**config.mk**
```make
export PLATFORM = sky130hd
export DESIGN_NAME = brpf_back
export DESIGN_NICKNAME = d
export VERILOG_FILES = /design/src/hdl/brpf_pkg.sv /design/src/hdl/brpf_back.sv
export SDC_FILE = /design/constraint.sdc
export NUM_CORES = 1
export LEC_CHECK = 0
export ABC_AREA = 0
export BUFFER_PORTS_ARGS = -buffer_cell sky130_fd_sc_hd__buf_2
export CAP_MARGIN = 20
export CORE_ASPECT_RATIO = 1.1
export CORE_MARGIN = 2
export CORE_UTILIZATION = 28
export DETAILED_ROUTE_END_ITERATION = 12
export PLACE_DENSITY = 0.56
export SLEW_MARGIN = 20
export SYNTH_ARGS = -nofsm -noshare
export SYNTH_HDL_FRONTEND = slang
export SYNTH_SLANG_ARGS = --single-unit
```
**constraint.sdc**
```tcl
create_clock -name clk_i -period 4.5 [get_ports clk_i]
set_input_delay 0 -clock clk_i [delete_from_list [all_inputs] [get_ports clk_i]]
set_output_delay 0 -clock clk_i [all_outputs]
set_load 0.02 [all_outputs]
```
**src/hdl/brpf_pkg.sv**
```systemverilog
`timescale 1ns / 1ps
// ----------------------------------------------------------------------------
// brpf_pkg
// Shared constants, types and helpers of the bas-relief pixel filter.
// ----------------------------------------------------------------------------
package brpf_pkg;

  localparam int MAX_WIDTH     = 1024;
  localparam int MAX_HEIGHT    = 1024;
  localparam int SLOT_W        = 2;
  localparam int RELIEF_OFFSET = 1 << SLOT_W;

  localparam int COL_W   = $clog2(MAX_WIDTH);
  localparam int ROW_W   = $clog2(MAX_HEIGHT);
  localparam int SIZE_W  = 11;
  localparam int ADDR_W  = SLOT_W + COL_W;
  localparam int DEPTH   = RELIEF_OFFSET * MAX_WIDTH;
  localparam int CHAN_W  = 8;
  localparam int PIXEL_W = 4 * CHAN_W;

  localparam int QUEUE_DEPTH = 4;
  localparam int QPTR_W      = $clog2(QUEUE_DEPTH);
  localparam int QCNT_W      = $clog2(QUEUE_DEPTH + 1);

  localparam logic OP_PIXEL = 1'b0;
  localparam logic OP_DRAIN = 1'b1;

  localparam logic CFG_IMAGE_WIDTH  = 1'b0;
  localparam logic CFG_IMAGE_HEIGHT = 1'b1;

  typedef struct packed {
    logic [PIXEL_W-1:0] a;
    logic [PIXEL_W-1:0] b;
    logic               frame_end;
  } brpf_entry_t;

  function automatic logic [COL_W-1:0] right_col(input logic [COL_W-1:0]  col,
                                                 input logic [SIZE_W-1:0] w);
    logic [SIZE_W-1:0] sum;
    logic [SIZE_W-1:0] lim;
    sum = {1'b0, col} + SIZE_W'(RELIEF_OFFSET);
    lim = w - SIZE_W'(1);
    return (sum > lim) ? lim[COL_W-1:0] : sum[COL_W-1:0];
  endfunction

  function automatic logic [SIZE_W-1:0] clamp_size(input logic [SIZE_W-1:0] v,
                                                   input logic [SIZE_W-1:0] vmax);
    if (v == '0) begin
      return SIZE_W'(1);
    end
    return (v > vmax) ? vmax : v;
  endfunction

endpackage

```
**src/hdl/brpf_back.sv**
```systemverilog
`timescale 1ns / 1ps
// ----------------------------------------------------------------------------
// brpf_back
// Computes the relief channels and holds the result word for the output.
// ----------------------------------------------------------------------------
module brpf_back import brpf_pkg::*; (
  input  logic              clk_i,
  input  logic              rst_ni,
  input  logic              head_valid_i,
  input  brpf_entry_t       head_entry_i,
  output logic              pop_o,
  output logic              out_valid_o,
  input  logic              out_ready_i,
  output logic [PIXEL_W-1:0] out_pixel_o,
  output logic              frame_end_o
);

  logic                out_valid_q;
  logic [PIXEL_W-1:0]  pixel_q, pixel_d;
  logic                frame_end_q;
  logic [CHAN_W:0]     sum [4];

  assign pop_o = head_valid_i && (!out_valid_q || out_ready_i);

  always_comb begin
    for (int k = 0; k < 4; k++) begin
      sum[k] = {1'b0, {CHAN_W{1'b1}}}
               - {1'b0, head_entry_i.a[k*CHAN_W +: CHAN_W]}
               + {1'b0, head_entry_i.b[k*CHAN_W +: CHAN_W]};
      pixel_d[k*CHAN_W +: CHAN_W] = sum[k][CHAN_W:1];
    end
  end

  always_ff @(posedge clk_i or negedge rst_ni) begin
    if (!rst_ni) begin
      out_valid_q <= 1'b0;
    end else if (pop_o) begin
      out_valid_q <= 1'b1;
    end else if (out_ready_i) begin
      out_valid_q <= 1'b0;
    end
  end

  always_ff @(posedge clk_i) begin
    if (pop_o) begin
      pixel_q     <= pixel_d;
      frame_end_q <= head_entry_i.frame_end;
    end
  end

  assign out_valid_o = out_valid_q;
  assign out_pixel_o = pixel_q;
  assign frame_end_o = frame_end_q;

endmodule
```
==> results.ini <==
[clock_network]
cts_tree=yes
clockBufferDepth=2
cts_buffers=5
cts_sinks=34
h-tree-depth=2
clkLatencyLatePin_ns=0.28
clkSlewWorstSetupHoldPaths_ns=0.06
cts_setup_buffers=0
root_buffer=clkbuf_8

[global_routing]
grt-ovfl-total=0
grt_max_degree=35
grt_pass1_vias=1855
antenna_found_initial=0
grt.total_usage_pct=10.35
grt_pass1_wl_um=7741

[timing]
rsz0062_at_grt=no
setup_tns_ns=0
hold_viol=0
finalSetupViolCount=0
max_freq_mhz=595.3
whs_ns=0.03216
slew_headroom_pct=47.94
fin_crit_sh_pct=37.33
slew_violations=0
layout_min_cycle_time_ns=1.680
fin_skew_ns=0.007145
tightest_slew_ns=0.7809

[power_and_ir_drop]
seqPwrFrac_pct=44.1
irDropWorstVdd_mv=0.09910
p_clk_share_pct=24.5
combPwrFrac_pct=31.4
internal-power_uw=648.2
power_switching_uw=268.8
p_leak_nw=1.580
sw_frac_of_total_pct=29.31
power_density_nw_per_um2=288.5

[logic_synthesis]
syn_inst=218
ys_types=28
seq_area_frac_synth_pct=42.49
synth_compound_area_share_pct=11.25
ys_seq_elements=34
synthAdderAreaFrac_pct=18.00
synth_top_family_by_area=adder cells
synth_top_area_share_pct=41.44
ys_warn_count=0
syn_nets=319
netlist_top_cells_area=edfxtp_1 41%, ha_1 15%, inv_1 6.0%, xnor2_1 5.9%, a21oi_2 3.7%
muxShareOfSynthArea_pct=0
yosys.area_share.xor_xnor_pct=8.791
synth-simple-area-share_pct=13.50
syn-cell-area_um2=2391
synth_top_cell_by_area=edfxtp_1
syn-mean-instance-area_um2=10.97

[layout]
multi_input_area_um2=1234
num_antenna_cells=0
final_common_cell=buf_2
num-fill-cells=871
drive_gt1_share_pct=39.94
final_cell_mix=103 x buf_2, 38 x inv_1, 33 x edfxtp_1
seq_area_um2=1016
num-nets-final=433
area_growth_pct=32.91
utilization_pct=38.20

[critical_path]
cpMaxStageDelayCell=and2_2
reg2reg_depth=2
critPathKind=flip-flop to output port
critPathMaxStageDelay_ns=0.65
crit_fanout=34
crit_arrival_ns=1.68
path_cells=nand2b_1 > and2_2 > buf_2
crit_required_ns=4.50
cp-end-kind=output port
crit_path_start_kind=flip-flop

[die]
initial_utilization_pct=28.74
die_w_um=92.11
core_area_um2=8320
ios=104
die_h_um=100.9
dieArea_um2=9296
std_cell_rows=35

[flow_run]
cap_viol_max_count=0

[route]
vias_per_cell=4.187
totalWireLength_um=4538
vias=1859
drcViolationCount=0
detail-route-antenna-nets=0
first_iter_violations=29
first_pass_iters=4
avgRoutedWirePerCell_um=10.22

[placed_design]
gp_congestion=0.7562
port_buffers=103
dp.final_hpwl_um=3894

[status]
status=completed

[worst_hold_path]
worstHoldPathType=input pin to async pin

==> repair_timing <==
item,CTS,global route
hold endpoints to repair,3,0
hold buffers,4,0
resized for setup,0,0
==> power by group through the flow <==
stage | logic [mW] | registers [mW] | clock network [mW]
after detailed placement | 0.289 | 0.412 | 0
after global routing | 0.324 | 0.407 | 0.252
after CTS | 0.292 | 0.405 | 0.236
after global placement | 0.286 | 0.412 | 0
after floorplan | 0.158 | 0.453 | 0
final | 0.288 | 0.404 | 0.225
==> sequential cells by signal (all words and copies together), names as in the netlist <==
register / flops
out_valid_o: 1
frame_end_o: 1
out_pixel_o: 32
==> critical path, delay by kind of cell, from the launching register on <==
family | cells | cell delay, ns
buffers and inverters | 1 | 0.29
AND/OR/NAND/NOR | 2 | 0.73
flip-flops | 1 | 0.37
==> final cells by class <==
| type | count | share of cell area (%) |
|---|---|---|
| Clock buffer | 7 | 2.717 |
| Clock inverter | 1 | 0.1575 |
| Inverter | 38 | 4.488 |
| Multi-Input combinational cell | 146 | 38.82 |
| Sequential cell | 34 | 31.97 |
| Tap cell | 111 | 4.370 |
| Timing Repair Buffer | 107 | 17.48 |
==> path summary, 6_finish.rpt <==
path	start	to	slack [ns]
setup reg to reg	out_valid_o	out_pixel_o[1]	3.00
setup / recovery	out_valid_o	pop_o	2.82
hold / removal	rst_ni	out_valid_o	0.03
min in group clk_i	head_entry_i[26]	out_pixel_o[24]	0.10
max in group asynchronous	rst_ni	out_valid_o	4.39
hold reg to reg	out_valid_o	out_valid_o	1.05
==> cell families after synthesis <==
logic type                 Yosys count
and+or+nand+nor                     54
DFF                                 34
buffers and inverters               38
xor gates and xnor gates            24
AOI/OAI and AO/OA                   36
adders and majority gates           32
==> layer usage <==
layer	part of all wire [%]	global-route usage (%)
met5	0	0
met4	1.7	4.133
met3	6.2	2.543
met2	51	18.83
met1	41	11.62
==> stage by stage <==
| stage | std cells | setup slack (ns) | area, um^2 | total power, mW |
|---|---|---|---|---|
| after floorplan | 218 | 2.592 | 2391 | 0.6114 |
| after global placement | 432 | 2.936 | 3047 | 0.6978 |
| after detailed placement | 432 | 2.905 | 3047 | 0.7010 |
| after CTS | 444 | 2.737 | 3178 | 0.9343 |
| after global routing | 444 | 2.625 | 3178 | 0.9829 |
| final | 444 | 2.820 | 3178 | 0.9170 |
==> Yosys cell counts (all sizes together) <==
library cell  instances
o21a                  1
and2                  1
xor2                  8
nand2b                6
nand3                 4
nor2                  3
ha                   28
nor3b                 3
o21ai                 7
dfrtp                 1
inv                  38
xnor2                16
a211o                 3
a21o                  5
and3                  3
nand4b                1
and3b                 3
edfxtp               33
nor3                  9
nand2                17
o21bai                1
a21oi                19
nor2b                 4
fa                    4
No activity file was read; power rests on OpenSTA's default activity.
