<file path="src/hdl/brpf_pkg.sv">
`timescale 1ns / 1ps
// ----------------------------------------------------------------------------
// brpf_pkg
// Shared constants, types and helpers of the bas-relief pixel filter.
// ----------------------------------------------------------------------------
package brpf_pkg;

  localparam int MAX_WIDTH     = 1024;
  localparam int MAX_HEIGHT    = 1024;
  localparam int SLOT_W        = 2;
  localparam int RELIEF_OFFSET = 1 << SLOT_W;

  localparam int COL_W   = $clog2(MAX_WIDTH);
  localparam int ROW_W   = $clog2(MAX_HEIGHT);
  localparam int SIZE_W  = 11;
  localparam int ADDR_W  = SLOT_W + COL_W;
  localparam int DEPTH   = RELIEF_OFFSET * MAX_WIDTH;
  localparam int CHAN_W  = 8;
  localparam int PIXEL_W = 4 * CHAN_W;

  localparam int QUEUE_DEPTH = 4;
  localparam int QPTR_W      = $clog2(QUEUE_DEPTH);
  localparam int QCNT_W      = $clog2(QUEUE_DEPTH + 1);

  localparam logic OP_PIXEL = 1'b0;
  localparam logic OP_DRAIN = 1'b1;

  localparam logic CFG_IMAGE_WIDTH  = 1'b0;
  localparam logic CFG_IMAGE_HEIGHT = 1'b1;

  typedef struct packed {
    logic [PIXEL_W-1:0] a;
    logic [PIXEL_W-1:0] b;
    logic               frame_end;
  } brpf_entry_t;

  function automatic logic [COL_W-1:0] right_col(input logic [COL_W-1:0]  col,
                                                 input logic [SIZE_W-1:0] w);
    logic [SIZE_W-1:0] sum;
    logic [SIZE_W-1:0] lim;
    sum = {1'b0, col} + SIZE_W'(RELIEF_OFFSET);
    lim = w - SIZE_W'(1);
    return (sum > lim) ? lim[COL_W-1:0] : sum[COL_W-1:0];
  endfunction

  function automatic logic [SIZE_W-1:0] clamp_size(input logic [SIZE_W-1:0] v,
                                                   input logic [SIZE_W-1:0] vmax);
    if (v == '0) begin
      return SIZE_W'(1);
    end
    return (v > vmax) ? vmax : v;
  endfunction

endpackage

</file>
<file path="src/hdl/brpf_queue.sv">
`timescale 1ns / 1ps
// ----------------------------------------------------------------------------
// brpf_queue
// Short first-in first-out queue between the front and the back.
// ----------------------------------------------------------------------------
module brpf_queue import brpf_pkg::*; (
  input  logic              clk_i,
  input  logic              rst_ni,
  input  logic              push_i,
  input  brpf_entry_t       push_entry_i,
  input  logic              pop_i,
  output logic              head_valid_o,
  output brpf_entry_t       head_entry_o,
  output logic [QCNT_W-1:0] count_o
);

  brpf_entry_t       slots_q [QUEUE_DEPTH];
  logic [QPTR_W-1:0] wr_ptr_q, rd_ptr_q;
  logic [QCNT_W-1:0] count_q;
  logic              do_pop;

  assign do_pop       = pop_i && (count_q != '0);
  assign head_valid_o = (count_q != '0);
  assign head_entry_o = slots_q[rd_ptr_q];
  assign count_o      = count_q;

  always_ff @(posedge clk_i or negedge rst_ni) begin
    if (!rst_ni) begin
      wr_ptr_q <= '0;
      rd_ptr_q <= '0;
      count_q  <= '0;
    end else begin
      if (push_i) begin
        wr_ptr_q <= wr_ptr_q + QPTR_W'(1);
      end
      if (do_pop) begin
        rd_ptr_q <= rd_ptr_q + QPTR_W'(1);
      end
      count_q <= count_q + QCNT_W'(push_i) - QCNT_W'(do_pop);
    end
  end

  always_ff @(posedge clk_i) begin
    if (push_i) begin
      slots_q[wr_ptr_q] <= push_entry_i;
    end
  end

endmodule

</file>
<file path="config.mk">
export PLATFORM = sky130hd
export DESIGN_NAME = brpf_queue
export DESIGN_NICKNAME = d
export VERILOG_FILES = /design/src/hdl/brpf_pkg.sv /design/src/hdl/brpf_queue.sv
export SDC_FILE = /design/constraint.sdc
export NUM_CORES = 1
export LEC_CHECK = 0
export ABC_AREA = 1
export BUFFER_PORTS_ARGS = -buffer_cell sky130_fd_sc_hd__buf_2
export CAP_MARGIN = 40
export CORE_MARGIN = 2
export CORE_UTILIZATION = 39
export CTS_BUF_LIST = sky130_fd_sc_hd__clkbuf_4 sky130_fd_sc_hd__clkbuf_8
export CTS_CLUSTER_DIAMETER = 40
export CTS_CLUSTER_SIZE = 30
export DETAILED_ROUTE_END_ITERATION = 7
export PLACE_DENSITY = 0.56
export SLEW_MARGIN = 20
export SYNTH_ARGS = -nofsm -noshare
export SYNTH_HDL_FRONTEND = slang
export SYNTH_SLANG_ARGS = --single-unit
</file>
<file path="constraint.sdc">
create_clock -name clk_i -period 2.1 [get_ports clk_i]
set_input_delay 0.315 -clock clk_i [delete_from_list [all_inputs] [get_ports clk_i]]
set_output_delay 0.315 -clock clk_i [all_outputs]
set_load 0.01 [all_outputs]
</file>
==> key figures, run 1 <==
Power and ir drop
  • P_int: 12.2 mW
  • Tot Pwr: 19.2 mW
  • Leak: 5.54 nW
  • Clock power share: 0.213
  • Sw Share: 0.362
  • P_sw: 6.94 mW
  • PwrDens: 1390 mW/mm²
  • Worst VDD drop: 0.707 mV
  • Combinational group share of total power: 0.409
  • Sequential fraction of design power: 0.377

Routing
  • Drt drc: 0
  • First drt pass iteration count: 6
  • Final WL: 24200 µm
  • Via count: 6832
  • Initial DRC Count: 480
  • Post-route ant nets: 0
  • Wire per inst: 16.3 µm
  • Via/cell ratio: 4.62

Synth
  • Post-Syn Area per Cell: 12.1 µm²
  • Synth top area share: 0.734
  • Cell taking the most area after synthesis: edfxtp_1
  • Mapped Area: 0.0106 mm²
  • Gate Count Post-Synth: 876
  • Yosys warns: 0
  • Synth unique cells: 19
  • Mapped Nets: 952
  • Synth top area cells: edfxtp_1 (73%), nand2_1 (7.4%), o21ai_0 (5.8%), nor2_1 (4.6%), inv_1 (2.8%)
  • Yosys reg bits: 267
  • Seq/Total Area, Yosys: 0.750

CTS
  • Clock transition at path regs: 0.06 ns
  • CTS tree: built
  • Clk_lat worst skew: 0.53 ns
  • CTS buffer count: 39
  • Clock Sinks: 267
  • # H-tree levels: 2
  • CTS root buffer: clkbuf_8
  • CTS max path bufs: 3

Worst setup path
  • Data arrival, critical path: 1.87 ns
  • Critical Path Sink: head_entry_o[59]
  • FF-to-FF setup slack: 0.19 ns
  • Setup crit start kind: register
  • Crit-path max FO: 8
  • Cells on worst reg2reg path: 11
  • Reg2reg end: count_o[2]
  • R2r startpoint: count_o[1]
  • WS Path Type: reg -> out
  • Worst Path Required: 1.78 ns
  • Crit path capture type: output pin
  • CP Launch Point: rd_ptr_q[0]

Global route
  • GRT Util Overall: 0.150
  • Antenna violations before repair: 0
  • Largest net degree at the start of global routing: 81
  • Congestion Overflow GR: 0
  • First-pass GRT wire length: 33700 µm
  • Vias in the first global route: 6522

STA
  • Setup Viol. Count Final: 58
  • Achievable Freq: 457 MHz
  • Clk_skew: 0.0100 ns
  • Final hold violation count: 0
  • Setup ws final: -0.0868 ns
  • Max Slew Vio Count: 0
  • Least-Margin Pin Slew: 0.448 ns
  • Unrepaired setup endpoints after global routing: yes
  • Worst Hold Slack: 0.0423 ns
  • Final period util: 1.04
  • Final min period: 2.19 ns
  • Relative slew slack: 0.701

Floorplanning
  • Row count: 60
  • Die X: 169 µm
  • Die Y: 169 µm
  • Core box area: 0.0269 mm²
  • Initial core utilization: 0.396
  • Die Area: 0.0286 mm²
  • Io pins: 138

Final layout
  • Final std cell area, no fill: 0.0138 mm²
  • Layout cell share with drive strength beyond 1: 0.256
  • Ant. Diodes: 0
  • Storage cell area: 0.00799 mm²
  • Area of the multi-input gates: 0.00222 mm²
  • Fill cell count: 2340
  • Area grow syn2layout: 29.8%
  • Final net count: 1190
  • Final Util: 0.514
  • Cell Count, Final, Fillers Out: 1480

Place
  • Dpl cells: 1329
  • GP Congestion: 0.715
  • PortBufs: 137
  • Placed inst area: 0.0118 mm²
  • Post-DP HPWL: 11600 µm

Worst hold path
  • Hold Crit Class: in -> reg
  • Hold Crit Depth: 1

Run status
  • Failing checks: negative setup slack
  • Outcome: finished with violations

Run
  • Max-cap violations: 0
[how the worst min path moves through the flow]
stage                     slack (ns)        startpoint             end
after floorplan                 0.02            rst_ni      count_o[0]
after global placement          0.17            rst_ni      count_o[0]
after detailed placement        0.17            rst_ni      count_o[0]
after CTS                      0.003  push_entry_i[23]  slots_q[3][23]
after global routing            0.02  push_entry_i[19]  slots_q[0][19]
final                           0.04  push_entry_i[19]  slots_q[3][19]
[cells in the mapped netlist]
cell and n:
edfxtp_1 260, nand2_1 211, nor2_1 131, o21ai_0 123
inv_1 78, clkbuf_1 15, buf_6 11, buf_4 8
o21ai_1 8, dfrtp_1 7, buf_2 6, ha_1 6
clkbuf_2 3, inv_2 2, nand3_1 2, xor2_1 2
buf_1 1, fa_1 1, xnor2_1 1
[area by class of cell]
cell class,instances,share of cell area
sequential,267,0.578
multi-input combinational,485,0.161
timing repair buffer,241,0.151
clock buffer,44,0.0416
tap,341,0.0309
inverter,80,0.0241
clock inverter,22,0.0132
[placed cells by master (no fill, tap or decap), types with 3 or more instances in the layout]
| cell type | n |
|---|---|
| clkinv_2 | 6 |
| dlygate4sd3_1 | 64 |
| clkbuf_8 | 39 |
| edfxtp_1 | 260 |
| o21ai_0 | 58 |
| ha_1 | 5 |
| buf_16 | 3 |
| nand2_1 | 211 |
| dfrtp_1 | 5 |
| buf_12 | 14 |
| o21ai_1 | 54 |
| buf_2 | 132 |
| inv_1 | 74 |
| nor2_2 | 23 |
| inv_6 | 4 |
| nor2_1 | 107 |
| buf_6 | 11 |
| o21ai_2 | 19 |
| clkinv_1 | 5 |
| buf_4 | 6 |
| clkinvlp_4 | 8 |
| clkbuf_16 | 9 |
| clkbuf_4 | 5 |
[sequential cells by signal (all words and copies together), names as in the netlist]
register / count
slots_q: 260
count_o: 3
rd_ptr_q: 2
wr_ptr_q: 2
[critical path: stages, from the launching register on]
cell and delay (ns):
dfrtp_4 0.43, buf_12 0.18, inv_12 0.06, clkbuf_16 0.17, buf_12 0.13, o21ai_2 0.13, nand2_1 0.08, buf_2 0.14
[power by group through the flow]
stage	Sequential, mW	Combinational (mW)	Clock, mW
2_1_floorplan	7.31	3.94	0
3_5_place_dp	7.34	6.20	0
6_report	7.24	7.85	4.09
4_1_cts	7.23	6.41	4.23
3_3_place_gp	7.32	6.15	0
5_1_grt	7.31	8.75	4.45
[metal layers]
metal  part of all wire  wire (µm)  vias up  GRT usage
met1               0.45      10900     3230      0.187
li1                   -          -     3420          -
met3              0.050       1210       37     0.0380
met5                  0          0        -          0
met4              0.019        449        0     0.0479
met2               0.48      11700      145      0.257
[kinds of logic after synthesis]
logic type	after synthesis	synth area share
adder cells (fa/ha/maj)	7	0.00893
AND/OR/NAND/NOR	344	0.122
XOR/XNOR	3	0.00247
flip-flops	267	0.750
buffers and inverters	124	0.0554
AO/OA/AOI/OAI	131	0.0616
[metrics by stage]
stage | TNS (ns) | setup slack, ns
after floorplan | 0 | 0.0441
after global placement | 0 | 0.166
after detailed placement | 0 | 0.133
after CTS | -3.37 | -0.100
after global routing | -8.87 | -0.189
final | -1.99 | -0.0868
[what timing repair did]
item,in CTS,in global routing
hold buffers,64,0
setup endpoints to repair,63,66
gates cloned,0,12
buffers inserted,1,8
pin swaps,0,33
resized for setup,6,137
endpoints found under the hold margin,259,0
Note: power is estimated with default switching activity, not from simulation.
==> run 2, diff against run 1 <==
--- a/config.mk
+++ b/config.mk
@@ -6,7 +6,7 @@
 export NUM_CORES = 1
 export LEC_CHECK = 0
 export ABC_AREA = 1
-export BUFFER_PORTS_ARGS = -buffer_cell sky130_fd_sc_hd__buf_2
+export BUFFER_PORTS_ARGS = -buffer_cell sky130_fd_sc_hd__buf_4
 export CAP_MARGIN = 40
 export CORE_MARGIN = 2
 export CORE_UTILIZATION = 39
@@ -14,7 +14,7 @@
 export CTS_CLUSTER_DIAMETER = 40
 export CTS_CLUSTER_SIZE = 30
 export DETAILED_ROUTE_END_ITERATION = 7
-export PLACE_DENSITY = 0.56
+export PLACE_DENSITY = 0.54
 export SLEW_MARGIN = 20
 export SYNTH_ARGS = -nofsm -noshare
 export SYNTH_HDL_FRONTEND = slang
==> constraint.sdc (replaced) <==
create_clock -name clk_i -period 2.24 [get_ports clk_i]
set_input_delay 0.336 -clock clk_i [delete_from_list [all_inputs] [get_ports clk_i]]
set_output_delay 0.336 -clock clk_i [all_outputs]
set_load 0.01 [all_outputs]
==> key figures, run 2 (synthesis gave the netlist of run 1 again) <==
STA
  • Least-Margin Pin Slew: 0.329 ns
  • Final min period: 2.22 ns
  • Unrepaired setup endpoints after global routing: yes
  • Setup Viol. Count Final: 0
  • Final period util: 0.991
  • Final hold violation count: 0
  • Max Slew Vio Count: 0
  • Relative slew slack: 0.781
  • Clk_skew: 0.0195 ns
  • Setup ws final: 0.0206 ns
  • Achievable Freq: 451 MHz

Final layout
  • Area grow syn2layout: 34.5%
  • Layout cell share with drive strength beyond 1: 0.257
  • Final net count: 1190
  • Max reg flops: 260
  • Final Util: 0.533
  • Final std cell area, no fill: 0.0143 mm²
  • Largest register by flop count: slots_q
  • Most common cell after layout, fill and taps aside: edfxtp_1
  • Leading cell types in the layout, fill and taps excluded: edfxtp_1 (260), nand2_1 (210), buf_4 (134)

Routing
  • Initial DRC Count: 363
  • First drt pass iteration count: 4
  • Drt drc: 0
  • Wire per inst: 16.5 µm
  • Via count: 6948
  • Post-route ant nets: 0
  • Final WL: 24500 µm
  • Via/cell ratio: 4.67

Floorplanning
  • Die X: 169 µm
  • Die Y: 169 µm
  • Core box area: 0.0269 mm²
  • Io pins: 138
  • Initial core utilization: 0.396
  • Die Area: 0.0286 mm²
  • Row count: 60

Global route
  • First-pass GRT wire length: 34200 µm
  • Vias in the first global route: 6627
  • Congestion Overflow GR: 0
  • GRT Util Overall: 0.152
  • Antenna violations before repair: 1
  • Largest net degree at the start of global routing: 103

Worst setup path
  • Crit path capture type: output pin
  • Cells on worst reg2reg path: 11
  • Data arrival, critical path: 1.88 ns
  • Most frequent CP cell: nand2_1
  • Critical path buffers and inverters: 3
  • WS Path Type: reg -> out
  • CP Cell Sequence: buf_12 > clkbuf_16 > o21ai_0 > nand2_1 > nand2_1 > buf_4
  • Crit-path max FO: 27
  • Crit path largest cell delay: 0.51 ns
  • Worst Path Required: 1.90 ns
  • R2r startpoint: count_o[1]
  • CP max stage cell: dfrtp_4
  • Crit-path leading delay family: flip-flops
  • Reg2reg end: count_o[2]
  • Setup crit start kind: register
  • FF-to-FF setup slack: 0.17 ns

Worst hold path
  • Min-delay src: push_i
  • Hold Crit Endpoint: wr_ptr_q[0]
  • Hold Crit Class: in -> reg
  • Hold Crit Depth: 2

CTS
  • CTS root buffer: clkbuf_8
  • CTS max path bufs: 3
  • Clock transition at path regs: 0.07 ns
  • CTS tree: built
  • CTS buffer count: 41
  • Clock Sinks: 267
  • # H-tree levels: 2
  • Clk_lat worst skew: 0.54 ns

Place
  • PortBufs: 137
  • Pre-CTS WS: 0.201 ns
  • Placed inst area: 0.0121 mm²
  • Post-DP HPWL: 11600 µm
  • GP Congestion: 0.696

Power and ir drop
  • Leak: 5.71 nW
  • PwrDens: 1340 mW/mm²
  • Worst VDD drop: 0.872 mV
  • Tot Pwr: 19.2 mW

Run
  • Max-cap violations: 0

Run status
  • Outcome: finished, final reports clean
-- run 2: cell count changes in the layout (fill, tap and decap cells not counted), sizes merged, moves of 2 or more --
cell | before | now
buf | 168 | 163
bufinv | 2 | 6
clkbuf | 53 | 55
clkinv | 13 | 17
dlygate4sd3 | 64 | 66
-- run 2: final cells by class --
class / instances / area [µm²]
Antenna cell: 1 / 2.50
Clock buffer: 46 / 614
Clock inverter: 29 / 359
Fill cell: 2306 / 12600
Inverter: 80 / 325
Multi-Input combinational cell: 485 / 2200
Sequential cell: 267 / 7990
Tap cell: 341 / 427
Timing Repair Buffer: 238 / 2390
Timing Repair inverter: 1 / 5.00
-- run 2: metrics by stage --
stage | hold slack, ns | setup TNS (ns) | instances
finish | 0.0585 | 0 | 1488
global route | 0.0505 | -2.19 | 1488
CTS | 0.0160 | -0.307 | 1468
detailed placement | 0.158 | 0 | 1327
global placement | 0.156 | 0 | 1327
floorplan | 0.0404 | 0 | 876
-- run 2: worst register-to-register path, stage by stage, from the launching register on --
cell and delay, ns:
dfrtp_1 0.41, nor2_1 0.11, nand2_1 0.12, nand2_1 0.10, inv_1 0.04, ha_1 0.26
inv_1 0.04, ha_1 0.18, fa_1 0.42, xor2_1 0.16, nand2_1 0.06, nand2_1 0.05
-- run 2: worst max-delay path by stage --
stage	to	cells after the start	start
3_5_place_dp	count_o[2]	11	count_o[1]
3_3_place_gp	count_o[2]	11	count_o[1]
4_1_cts	head_entry_o[38]	6	rd_ptr_q[0]
2_1_floorplan	slots_q[0][0]	4	wr_ptr_q[0]
6_report	head_entry_o[53]	6	rd_ptr_q[0]
5_1_grt	head_entry_o[8]	7	rd_ptr_q[0]
-- run 2: timing repair --
item	in CTS	in global routing
gates cloned	0	14
pin swaps	1	16
endpoints found under the hold margin	267	0
buffers inserted	0	5
hold buffers	66	0
gates resized for setup	4	126
setup endpoints to repair	41	54
-- run 2: per-layer routing --
| metal | track usage | up-vias | part of all wire |
|---|---|---|---|
| met5 | 0 | - | 0 |
| met4 | 0.0435 | 0 | 0.016 |
| met3 | 0.0394 | 36 | 0.055 |
| met2 | 0.270 | 158 | 0.49 |
| met1 | 0.183 | 3322 | 0.44 |
| li1 | - | 3432 | - |
-- run 2: report_power, final --
part           internal (mW)  switching, mW  leakage, nW  total, mW
clock                   2.62           2.04        0.483       4.66
sequential              6.54          0.255         2.47       6.79
combinational           3.31           4.39         2.76       7.70
total                   12.5           6.68         5.71       19.2
